==> config.mk <==
export PLATFORM = sky130hd
export DESIGN_NAME = sorted_insertion_priority_queue_top
export DESIGN_NICKNAME = d
export VERILOG_FILES = /design/src/design/spq_pkg.sv /design/src/design/spq_cell.sv /design/src/design/sorted_insertion_priority_queue_top.sv
export SDC_FILE = /design/constraint.sdc
export NUM_CORES = 1
export LEC_CHECK = 0
export BUFFER_PORTS_ARGS = -buffer_cell sky130_fd_sc_hd__buf_2
export CAP_MARGIN = 20
export CORE_ASPECT_RATIO = 0.6
export CORE_MARGIN = 3
export CORE_UTILIZATION = 45
export DETAILED_ROUTE_END_ITERATION = 8
export GPL_ROUTABILITY_DRIVEN = 1
export MAX_ROUTING_LAYER = met4
export SLEW_MARGIN = 10
export SYNTH_ARGS = -nofsm -noshare
export SYNTH_HDL_FRONTEND = slang
export SYNTH_SLANG_ARGS = --single-unit
==> constraint.sdc <==
create_clock -name clk_i -period 8.4 [get_ports clk_i]
set_clock_uncertainty 0.1 [all_clocks]
set_input_delay 0.84 -clock clk_i [delete_from_list [all_inputs] [get_ports clk_i]]
set_output_delay 0.84 -clock clk_i [all_outputs]
set_load 0.05 [all_outputs]
==> src/design/spq_pkg.sv <==
// ----------------------------------------------------------------------------
// spq_pkg
// Shared types and constants for the sorted insertion priority queue.
// ----------------------------------------------------------------------------
package spq_pkg;

  // Field widths
  localparam int unsigned PrioW   = 7;
  localparam int unsigned StatusW = 2;
  localparam int unsigned OccW    = 7;

  // Default queue depth
  localparam int unsigned DefDepth = 64;

  // Highest priority that an insert accepts
  localparam logic [PrioW-1:0] PrioMax = 7'd100;

  typedef enum logic {
    CMD_INSERT = 1'b0,
    CMD_REMOVE = 1'b1
  } cmd_e;

  typedef enum logic [StatusW-1:0] {
    ST_OK    = 2'd0,
    ST_EMPTY = 2'd1,
    ST_FULL  = 2'd2,
    ST_RANGE = 2'd3
  } status_e;

  // Input transaction
  typedef struct packed {
    logic [0:0]       command;
    logic [PrioW-1:0] priority_in;
  } spq_in_t;

  // Output transaction
  typedef struct packed {
    logic [PrioW-1:0]   priority_out;
    logic [StatusW-1:0] status;
    logic [OccW-1:0]    occupancy;
  } spq_out_t;

  // Broadcast control for every cell of the row
  typedef struct packed {
    logic             insert_en;
    logic             remove_en;
    logic [PrioW-1:0] prio;
  } spq_cell_ctrl_t;

endpackage

==> src/design/spq_cell.sv <==
// ----------------------------------------------------------------------------
// spq_cell
// One slot of the sorted row: holds an entry, compares it against the
// priority being inserted and shifts toward the back or the front.
// ----------------------------------------------------------------------------
module spq_cell (
  input  logic                           clk_i,
  input  spq_pkg::spq_cell_ctrl_t        ctrl_i,
  input  logic                           valid_i,
  input  logic                           prev_ge_i,
  input  logic [spq_pkg::PrioW-1:0]      prev_entry_i,
  input  logic [spq_pkg::PrioW-1:0]      next_entry_i,
  output logic [spq_pkg::PrioW-1:0]      entry_o,
  output logic                           ge_o
);

  logic [spq_pkg::PrioW-1:0] entry_q;
  logic [spq_pkg::PrioW-1:0] entry_d;

  // Occupied entry that stays in front of the new priority
  assign ge_o    = valid_i && (entry_q >= ctrl_i.prio);
  assign entry_o = entry_q;

  // Hold, take the new priority, or shift from a neighbor
  always_comb begin
    entry_d = entry_q;
    if (ctrl_i.insert_en) begin
      if (!ge_o) begin
        entry_d = prev_ge_i ? ctrl_i.prio : prev_entry_i;
      end
    end else if (ctrl_i.remove_en) begin
      entry_d = next_entry_i;
    end
  end

  always_ff @(posedge clk_i) begin
    entry_q <= entry_d;
  end

endmodule

==> src/design/sorted_insertion_priority_queue_top.sv <==
// ----------------------------------------------------------------------------
// sorted_insertion_priority_queue_top
// Priority queue kept in descending order in a row of compare-and-shift cells.
// ----------------------------------------------------------------------------
// Usage:
//   The input channel (in_valid_i / in_stall_o / in_data_i) carries one
//   command per transaction: insert priority_in, or remove the front entry.
//   Every command yields one output transaction (out_valid_o / out_stall_i /
//   out_data_o) with the removed priority, a status code and the occupancy.
//   Throughput is one command per cycle unless the receiver stalls: every
//   cell compares against the broadcast priority and shifts in the same
//   cycle, so the whole row updates at once.
//   Results sit in an output register; while the receiver stalls with a
//   result pending, in_stall_o is raised and no new command is taken.
//   Reset empties the queue (occupancy zero) and drops any pending result;
//   entry contents are not cleared, as unoccupied cells never reach a result.
//   Inserts above the priority limit, inserts into a full queue and removes
//   from an empty queue leave the queue unchanged and report their status.
// ----------------------------------------------------------------------------
module sorted_insertion_priority_queue_top #(
  parameter int unsigned DEPTH = spq_pkg::DefDepth
) (
  input  logic              clk_i,
  input  logic              rst_ni,
  input  logic              in_valid_i,
  output logic              in_stall_o,
  input  spq_pkg::spq_in_t  in_data_i,
  output logic              out_valid_o,
  input  logic              out_stall_i,
  output spq_pkg::spq_out_t out_data_o
);

  localparam int unsigned CntW = $clog2(DEPTH + 1);

  logic [CntW-1:0]            count_q;
  logic [CntW-1:0]            count_d;
  logic                       out_valid_q;
  spq_pkg::spq_out_t          out_data_q;
  spq_pkg::spq_out_t          out_data_d;
  logic                       accept;
  spq_pkg::spq_cell_ctrl_t    ctrl;
  spq_pkg::status_e           status;
  logic [spq_pkg::PrioW-1:0]  prio_out;
  logic [spq_pkg::PrioW-1:0]  entry   [DEPTH];
  logic                       ge      [DEPTH];

  // Take a new transaction unless a result waits on a stalled receiver
  assign in_stall_o = out_valid_q && out_stall_i;
  assign accept     = in_valid_i && !in_stall_o;

  // Decode the command against the current fill level
  always_comb begin
    ctrl.insert_en = 1'b0;
    ctrl.remove_en = 1'b0;
    ctrl.prio      = in_data_i.priority_in;
    status         = spq_pkg::ST_OK;
    prio_out       = '0;
    count_d        = count_q;
    if (spq_pkg::cmd_e'(in_data_i.command) == spq_pkg::CMD_INSERT) begin
      if (in_data_i.priority_in > spq_pkg::PrioMax) begin
        status = spq_pkg::ST_RANGE;
      end else if (count_q == CntW'(DEPTH)) begin
        status = spq_pkg::ST_FULL;
      end else begin
        ctrl.insert_en = accept;
        count_d        = count_q + 1'b1;
      end
    end else begin
      if (count_q == '0) begin
        status = spq_pkg::ST_EMPTY;
      end else begin
        ctrl.remove_en = accept;
        prio_out       = entry[0];
        count_d        = count_q - 1'b1;
      end
    end
    out_data_d.priority_out = prio_out;
    out_data_d.status       = status;
    out_data_d.occupancy    = spq_pkg::OccW'(count_d);
  end

  // Row of cells, front at index zero
  for (genvar i = 0; i < DEPTH; i++) begin : g_cell
    logic                      valid;
    logic                      prev_ge;
    logic [spq_pkg::PrioW-1:0] prev_entry;
    logic [spq_pkg::PrioW-1:0] next_entry;

    assign valid = count_q > CntW'(i);

    if (i == 0) begin : g_front
      assign prev_ge    = 1'b1;
      assign prev_entry = in_data_i.priority_in;
    end else begin : g_body
      assign prev_ge    = ge[i-1];
      assign prev_entry = entry[i-1];
    end

    if (i == DEPTH - 1) begin : g_back
      assign next_entry = entry[i];
    end else begin : g_inner
      assign next_entry = entry[i+1];
    end

    spq_cell u_cell (
      .clk_i        (clk_i),
      .ctrl_i       (ctrl),
      .valid_i      (valid),
      .prev_ge_i    (prev_ge),
      .prev_entry_i (prev_entry),
      .next_entry_i (next_entry),
      .entry_o      (entry[i]),
      .ge_o         (ge[i])
    );
  end

  // Advance the fill count and the output valid
  always_ff @(posedge clk_i or negedge rst_ni) begin
    if (!rst_ni) begin
      count_q     <= '0;
      out_valid_q <= 1'b0;
    end else begin
      if (accept) begin
        count_q <= count_d;
      end
      if (accept) begin
        out_valid_q <= 1'b1;
      end else if (!out_stall_i) begin
        out_valid_q <= 1'b0;
      end
    end
  end

  // Load the result register on every accepted transaction
  always_ff @(posedge clk_i) begin
    if (accept) begin
      out_data_q <= out_data_d;
    end
  end

  assign out_valid_o = out_valid_q;
  assign out_data_o  = out_data_q;

endmodule
==> results.yml, run 1 <==
pwr:
  p_leak_nw: 15.1
  vdd.ir_drop.worst_mv: 0.168
  power.density_nw_per_um2: 227
setup_path:
  critPathArrivalTime_ns: 5.27
  cp-end-kind: "flip-flop"
  required_ns: 8.52
  path_delay_family: "buffers and inverters"
  timing.rr.start: "count_q[0]$_DFFE_PN0N_"
  crit_type: "input pin to flip-flop"
  cpMaxStageDelayCell: "clkinv_2"
  rr_endpoint: "g_cell[26].u_cell.entry_o[0]$_DFFE_PP_"
  path_buf_inv: 3
  slowest_delay_ns: 0.98
  crit_chain: "buf_2 -> clkinv_2 -> a311o_2 -> nand2_2 -> or3_4 -> buf_4 -> o21ai_0"
  r2r_slack_ns: 3.99
  crit_fanout: 63
  cp-start-kind: "input pin"
  r2r_cells: 9
  path_depth: 7
sta:
  period_minus_slack_ns: 5.16
  finalSetupViolations: 0
  report.final.slew_viol_count: 0
  max_slew_margin_pct: 19.8
  worst_slew_pin_slew_ns: 1.20
  whs_ns: 0.0330
  max_freq_mhz: 194
  final_hold_viol_count: 0
  rsz0062_at_grt: "no"
  fin_crit_sh_pct: 61.4
  fin_tns_setup_ns: 0
clocking:
  cts_made_buffers: 49
  clkSinkCount: 472
  cts_resized: 0
  cts_tree: "done"
  cts-htree-levels: 2
  root_buffer: "clkbuf_16"
  clk_pin_slew_ns: 0.06
  insertion_delay_ns: 0.62
  cts_hold_buffers: 0
  post-cts-setup-buffers: 0
  clockBufferDepth: 3
place:
  gp_congestion: 0.913
  post-dp-hpwl_um: 74000
  dp_cells: 4254
  io_buffers: 29
worst_hold_path:
  hold_class: "input pin to asynchronous set/reset pin"
global_routing:
  grt_max_degree: 197
  grt_antenna_before_repair: 1
  grt_pass1_wl_um: 166000
  track_usage_pct: 27.8
  grt_pass1_vias: 26700
  overflow: 0
yosys:
  synth_top_area_share_pct: 40.5
  synth_area_leader_cell: "edfxtp_1"
  synthTopCellsByArea: "edfxtp_1, ha_1, mux2i_1"
  async_flop_share_pct: 1.69
  syn-num-nets: 3868
  synth_edf_count: 464
  ys_types: 69
  yosysWarnings: 0
  synth.cell_area_um2: 34400
  synth_seq_area_share_pct: 41.0
  syn_area_per_cell_um2: 10.1
  ys_seq_elements: 472
  synthFlopType: "edfxtp_1"
  synthCells: 3404
outcome:
  status: "finished clean"
floorplanning:
  die_w_um: 363
  dieArea_um2: 80000
  rows: 77
  start_util_pct: 46.1
  fp.dieH_um: 220
  core-area_um2: 74700
  io_pins: 30
cells_and_area:
  instances_no_fill: 4363
  syn2layout_area_growth_pct: 7.26
  multi_input_area_um2: 19100
  fillers: 6767
  seqCellArea_um2: 14100
  layout-drive-gt1-share_pct: 6.76
  nNetsFinal: 3799
detailed_routing:
  totalWireLength_um: 110000
  drcViolationCount: 0
  first_pass_iters: 6
  postRouteAntennaNets: 0
  wire_per_inst_um: 25.2
  vias_per_cell: 6.41
  drt_iter0_markers: 3878
  dr_total_vias: 28000
job:
  maxCapViolations: 0
[area by class of cell]
cell class | instances | area share [%]
clock buffer | 66 | 3.63
tap | 987 | 3.34
timing repair buffer | 78 | 1.43
inverter | 88 | 0.915
multi-input combinational | 2646 | 51.7
antenna | 1 | 0.00677
clock inverter | 25 | 0.681
sequential | 472 | 38.3
[registers in the layout, summed over array words and instances (netlist names)]
register / count
count_q: 7
g_cell.u_cell.entry_o: 448
out_data_o: 16
out_valid_o: 1
[cells by family (layout without fill, tap and decap cells)]
logic type      count (synthesis)  in the layout  synth area share (%)
compound gates                938            938                  16.3
simple gates                  866            866                  11.3
flops                         472            472                  41.0
fa+ha+maj                     452            452                  16.4
mux                           385            385                  11.2
buf+inv                       286            257                  3.55
xor+xnor                        5              5                 0.127
other cells                     0              1                     0
[per-layer routing]
layer | global-route usage (%) | wire length, µm | share of wire [%]
met5 | - | 0 | 0
met2 | 37.5 | 43800 | 40
met1 | 42.1 | 52300 | 48
met3 | 5.51 | 11400 | 10
met4 | 6.84 | 2540 | 2.3
[report_power, final]
part	total (mW)	internal, mW	switching, mW	leakage, nW
clock network	2.28	1.28	1.00	0.780
registers	3.43	3.05	0.380	4.45
logic	2.69	0.931	1.76	9.85
total	8.39	5.26	3.14	15.1
[synth_stat cells (17+ instances only)]
cell / n
a31oi_2: 21
nor2b_1: 25
clkbuf_1: 89
a21o_1: 84
a31oi_1: 17
nand2_1: 192
ha_1: 452
edfxtp_1: 464
nor3_1: 21
o21ai_0: 150
o211ai_1: 22
and3_1: 21
inv_1: 83
nand3_1: 89
nand4_1: 67
o221ai_1: 24
nand2b_1: 48
nor2_1: 375
a21oi_1: 517
mux2i_1: 378
buf_2: 84
[cell usage in the layout, fill, tap and decap left out, types with 21 or more instances in the layout]
| master | Yosys | final |
|---|---|---|
| nor3_1 | 21 | 21 |
| buf_2 | 84 | 38 |
| buf_4 | 6 | 31 |
| o21ai_0 | 150 | 148 |
| clkbuf_16 | 0 | 51 |
| nand2_1 | 192 | 191 |
| a31oi_2 | 21 | 21 |
| nand4_1 | 67 | 67 |
| nand2b_1 | 48 | 48 |
| nor2b_1 | 25 | 25 |
| and3_1 | 21 | 21 |
| o221ai_1 | 24 | 24 |
| o211ai_1 | 22 | 22 |
| a21oi_1 | 517 | 517 |
| inv_1 | 83 | 79 |
| ha_1 | 452 | 452 |
| edfxtp_1 | 464 | 464 |
| mux2i_1 | 378 | 378 |
| nand3_1 | 89 | 88 |
| a21o_1 | 84 | 84 |
| nor2_1 | 375 | 375 |
[metrics by stage]
step	setup slack [ns]	instance area, µm²	utilization (%)	power [mW]
after floorplan	3.68	34400	-	5.19
after global placement	2.81	35200	47.2	5.96
after detailed placement	2.59	35200	47.2	6.07
after CTS	3.27	36800	49.3	8.34
after global routing	3.14	36900	49.5	8.80
final	3.24	36900	49.5	8.39
[worst max-delay path by stage]
stage                                                  end    startpoint
floorplan           g_cell[43].u_cell.entry_o[0]$_DFFE_PP_  in_data_i[4]
global placement    g_cell[28].u_cell.entry_o[4]$_DFFE_PP_  in_data_i[3]
detailed placement  g_cell[27].u_cell.entry_o[2]$_DFFE_PP_  in_data_i[3]
CTS                 g_cell[27].u_cell.entry_o[6]$_DFFE_PP_  in_data_i[3]
global route         g_cell[3].u_cell.entry_o[2]$_DFFE_PP_  in_data_i[3]
finish              g_cell[21].u_cell.entry_o[2]$_DFFE_PP_  in_data_i[3]
No activity file was read; power rests on OpenSTA's default activity.
==> inputs of run 2 (changes only) <==
ABC_AREA = 1   (was default)
clock period = 5.4 ns   (was 8.4 ns; I/O delays follow)
==> run 2 against run 1 <==
Compared with the run above: clock-buffer cell count is 5 lower; power increased by 100%; cell area is 12% higher; first-iteration DRC count grew 12%; synthesized cell count increased by 61%; cell count is 52% higher; largest power group is now combinational cells; via count rose by 30%; non-clock buffer count decreased by 14.
==> results.yml, run 2 <==
sta:
  final_hold_viol_count: 0
  worst_slew_pin_slew_ns: 1.12
  rsz0062_at_grt: "no"
  max_slew_margin_pct: 25.4
  report.final.slew_viol_count: 0
  fin_crit_sh_pct: 67.6
  finalSetupViolations: 0
  fin_ws_ns: 1.75
  max_freq_mhz: 274
  period_minus_slack_ns: 3.65
  fin_tns_setup_ns: 0
yosys:
  synthSimpleGateAreaFrac_pct: 40.0
  synthTopCellsByArea: "edfxtp_1, nand2_1, ha_1"
  async_flop_share_pct: 1.69
  synth.mux.area_fraction_pct: 0
  yosys-top-cells-count: "nand2_1, nand3_1, edfxtp_1"
  synth_top_area_share_pct: 36.1
  synth.cell_area_um2: 38600
  syn_area_per_cell_um2: 7.03
  synth_seq_area_share_pct: 36.6
  synth_fa_ha_area_share_pct: 14.6
  synthFlopType: "edfxtp_1"
  synth_area_leader_cell: "edfxtp_1"
  syn-num-nets: 5953
  synth_edf_count: 464
  synthCells: 5489
  synth_top_family_by_area: "simple AND/OR/NAND/NOR gates"
  synth_most_common_cell: "nand2_1"
  ys_types: 34
  synth_xor_area_share_pct: 0.0454
  yosysWarnings: 0
  ys_seq_elements: 472
  synth_compound_area_share_pct: 3.05
global_routing:
  grt_pass1_vias: 32300
  grt_antenna_before_repair: 0
  track_usage_pct: 29.1
  grtUsageMet3_pct: 4.51
  grt_max_degree: 185
  grt.met2_usage_pct: 36.7
  grt_pass1_wl_um: 197000
  met1_usage_pct: 47.6
  overflow: 0
  busiest_layer: "met1"
cells_and_area:
  nNetsFinal: 5901
  mostFrequentLayoutCells: "nand2_1, nand3_1, edfxtp_1"
  syn2layout_area_growth_pct: 7.55
  multi_input_area_um2: 22300
  layout_commonest_cell: "nand2_1"
  layout-drive-gt1-share_pct: 3.38
  largest_reg_flops: 448
  n_antenna_cell: 0
  fillers: 8516
  final_core_utilization_pct: 49.3
  seqCellArea_um2: 14100
clocking:
  root_buffer: "clkbuf_16"
  post-cts-setup-buffers: 0
  cts_made_buffers: 51
  clkSinkCount: 472
  clk_pin_slew_ns: 0.07
  cts_hold_buffers: 1
  cts_tree: "done"
  cts-htree-levels: 2
  cts_resized: 0
  insertion_delay_ns: 0.65
  clockBufferDepth: 3
worst_hold_path:
  min_from: "out_stall_i"
  hold_depth: 3
  hold_end: "out_valid_o$_DFFE_PN0P_"
  hold_class: "input pin to flip-flop"
floorplanning:
  rows: 82
  die_w_um: 384
  dieArea_um2: 89500
  start_util_pct: 45.8
  core-area_um2: 84200
  io_pins: 30
  fp.dieH_um: 233
setup_path:
  r2r_cells: 10
  cp-end-kind: "flip-flop"
  crit_type: "flip-flop to flip-flop"
  critPathArrivalTime_ns: 4.05
  required_ns: 5.80
  crit_fanout: 117
  cp-start-kind: "flip-flop"
  rr_endpoint: "g_cell[43].u_cell.entry_o[3]$_DFFE_PP_"
  timing.rr.start: "count_q[3]$_DFFE_PN0N_"
  r2r_slack_ns: 1.75
detailed_routing:
  dr_total_vias: 36400
  drcViolationCount: 0
  first_pass_iters: 7
  totalWireLength_um: 128000
  postRouteAntennaNets: 0
  wire_per_inst_um: 19.4
  vias_per_cell: 5.50
  drt_iter0_markers: 4340
job:
  maxCapViolations: 0
pwr:
  vdd.ir_drop.worst_mv: 0.247
  power.density_nw_per_um2: 413
  finalPower_mw: 17.2
  p_leak_nw: 21.4
outcome:
  status: "finished clean"
place:
  dp_slack_ns: 1.60
  gp_congestion: 0.943
  io_buffers: 29
  post-dp-hpwl_um: 87400
[run 2: cell count changes after synthesis, moves of 75 or more]
| cell | before | now |
|---|---|---|
| mux2i_1 | 378 | 0 |
| o21ai_0 | 150 | 36 |
| inv_1 | 83 | 346 |
| nor2_1 | 375 | 183 |
| a21oi_1 | 517 | 138 |
| a21o_1 | 84 | 9 |
| nand3_1 | 89 | 613 |
| nand2_1 | 192 | 2949 |
[run 2: per-stage QoR]
step	hold slack [ns]	instance area [µm²]	cells
5_1_grt	0.0688	41500	6612
6_report	0.0673	41500	6612
3_5_place_dp	0.327	39800	6516
3_3_place_gp	0.325	39800	6516
2_1_floorplan	0.144	38600	5489
4_1_cts	0.0241	41500	6611
[run 2: layout make-up]
class / instances / area share, %
Inverter: 356 / 3.28
Tap cell: 1134 / 3.42
Clock inverter: 33 / 0.811
Sequential cell: 472 / 34.0
Clock buffer: 61 / 3.31
Multi-Input combinational cell: 4492 / 53.7
Timing Repair Buffer: 64 / 1.47
[run 2: worst max-delay path by stage]
| stage | from | cells after the start | to | slack [ns] |
|---|---|---|---|---|
| 6_report | count_q[3]$_DFFE_PN0N_ | 10 | g_cell[43].u_cell.entry_o[3]$_DFFE_PP_ | 1.75 |
| 5_1_grt | count_q[3]$_DFFE_PN0N_ | 10 | g_cell[43].u_cell.entry_o[3]$_DFFE_PP_ | 1.55 |
| 4_1_cts | count_q[3]$_DFFE_PN0N_ | 10 | g_cell[43].u_cell.entry_o[3]$_DFFE_PP_ | 1.86 |
| 3_5_place_dp | in_data_i[4] | 10 | g_cell[43].u_cell.entry_o[3]$_DFFE_PP_ | 1.60 |
| 3_3_place_gp | in_data_i[4] | 10 | g_cell[43].u_cell.entry_o[3]$_DFFE_PP_ | 1.64 |
| 2_1_floorplan | in_data_i[6] | 10 | g_cell[62].u_cell.entry_o[0]$_DFFE_PP_ | 1.10 |
[run 2: where the power goes]
part	internal [mW]	leakage (nW)	switching [mW]
Combinational	2.11	16.1	5.37
Sequential	5.09	4.49	0.831
Clock	2.11	0.825	1.65
Total	9.31	21.4	7.85
[run 2: per-layer routing]
metal  vias to the layer above  share of wire (%)
li1                      17800                  -
met1                     16700                 51
met3                       150                 11
met4                         0                1.3
met2                      1682                 37
met5                         -                  0
[run 2: worst max-delay path, cell delays in order, from the launching register on]
cell and delay [ns]:
dfrtp_1 0.66, nor2_4 0.32, nand2_1 0.15, nor2_1 0.20, inv_2 0.07, nand3_2 0.12, nor2_4 0.11, inv_8 0.55
buf_4 0.78, nand2_1 0.21, nand2_1 0.12
[run 2: cell families (layout without fill, tap and decap cells)]
logic type                 count (synthesis)  in the layout
xor gates and xnor gates                   2              2
DFF                                      472            472
adders and majority gates                452            452
and+or+nand+nor                         3825           3825
buffers and inverters                    525            514
AOI/OAI and AO/OA                        213            213
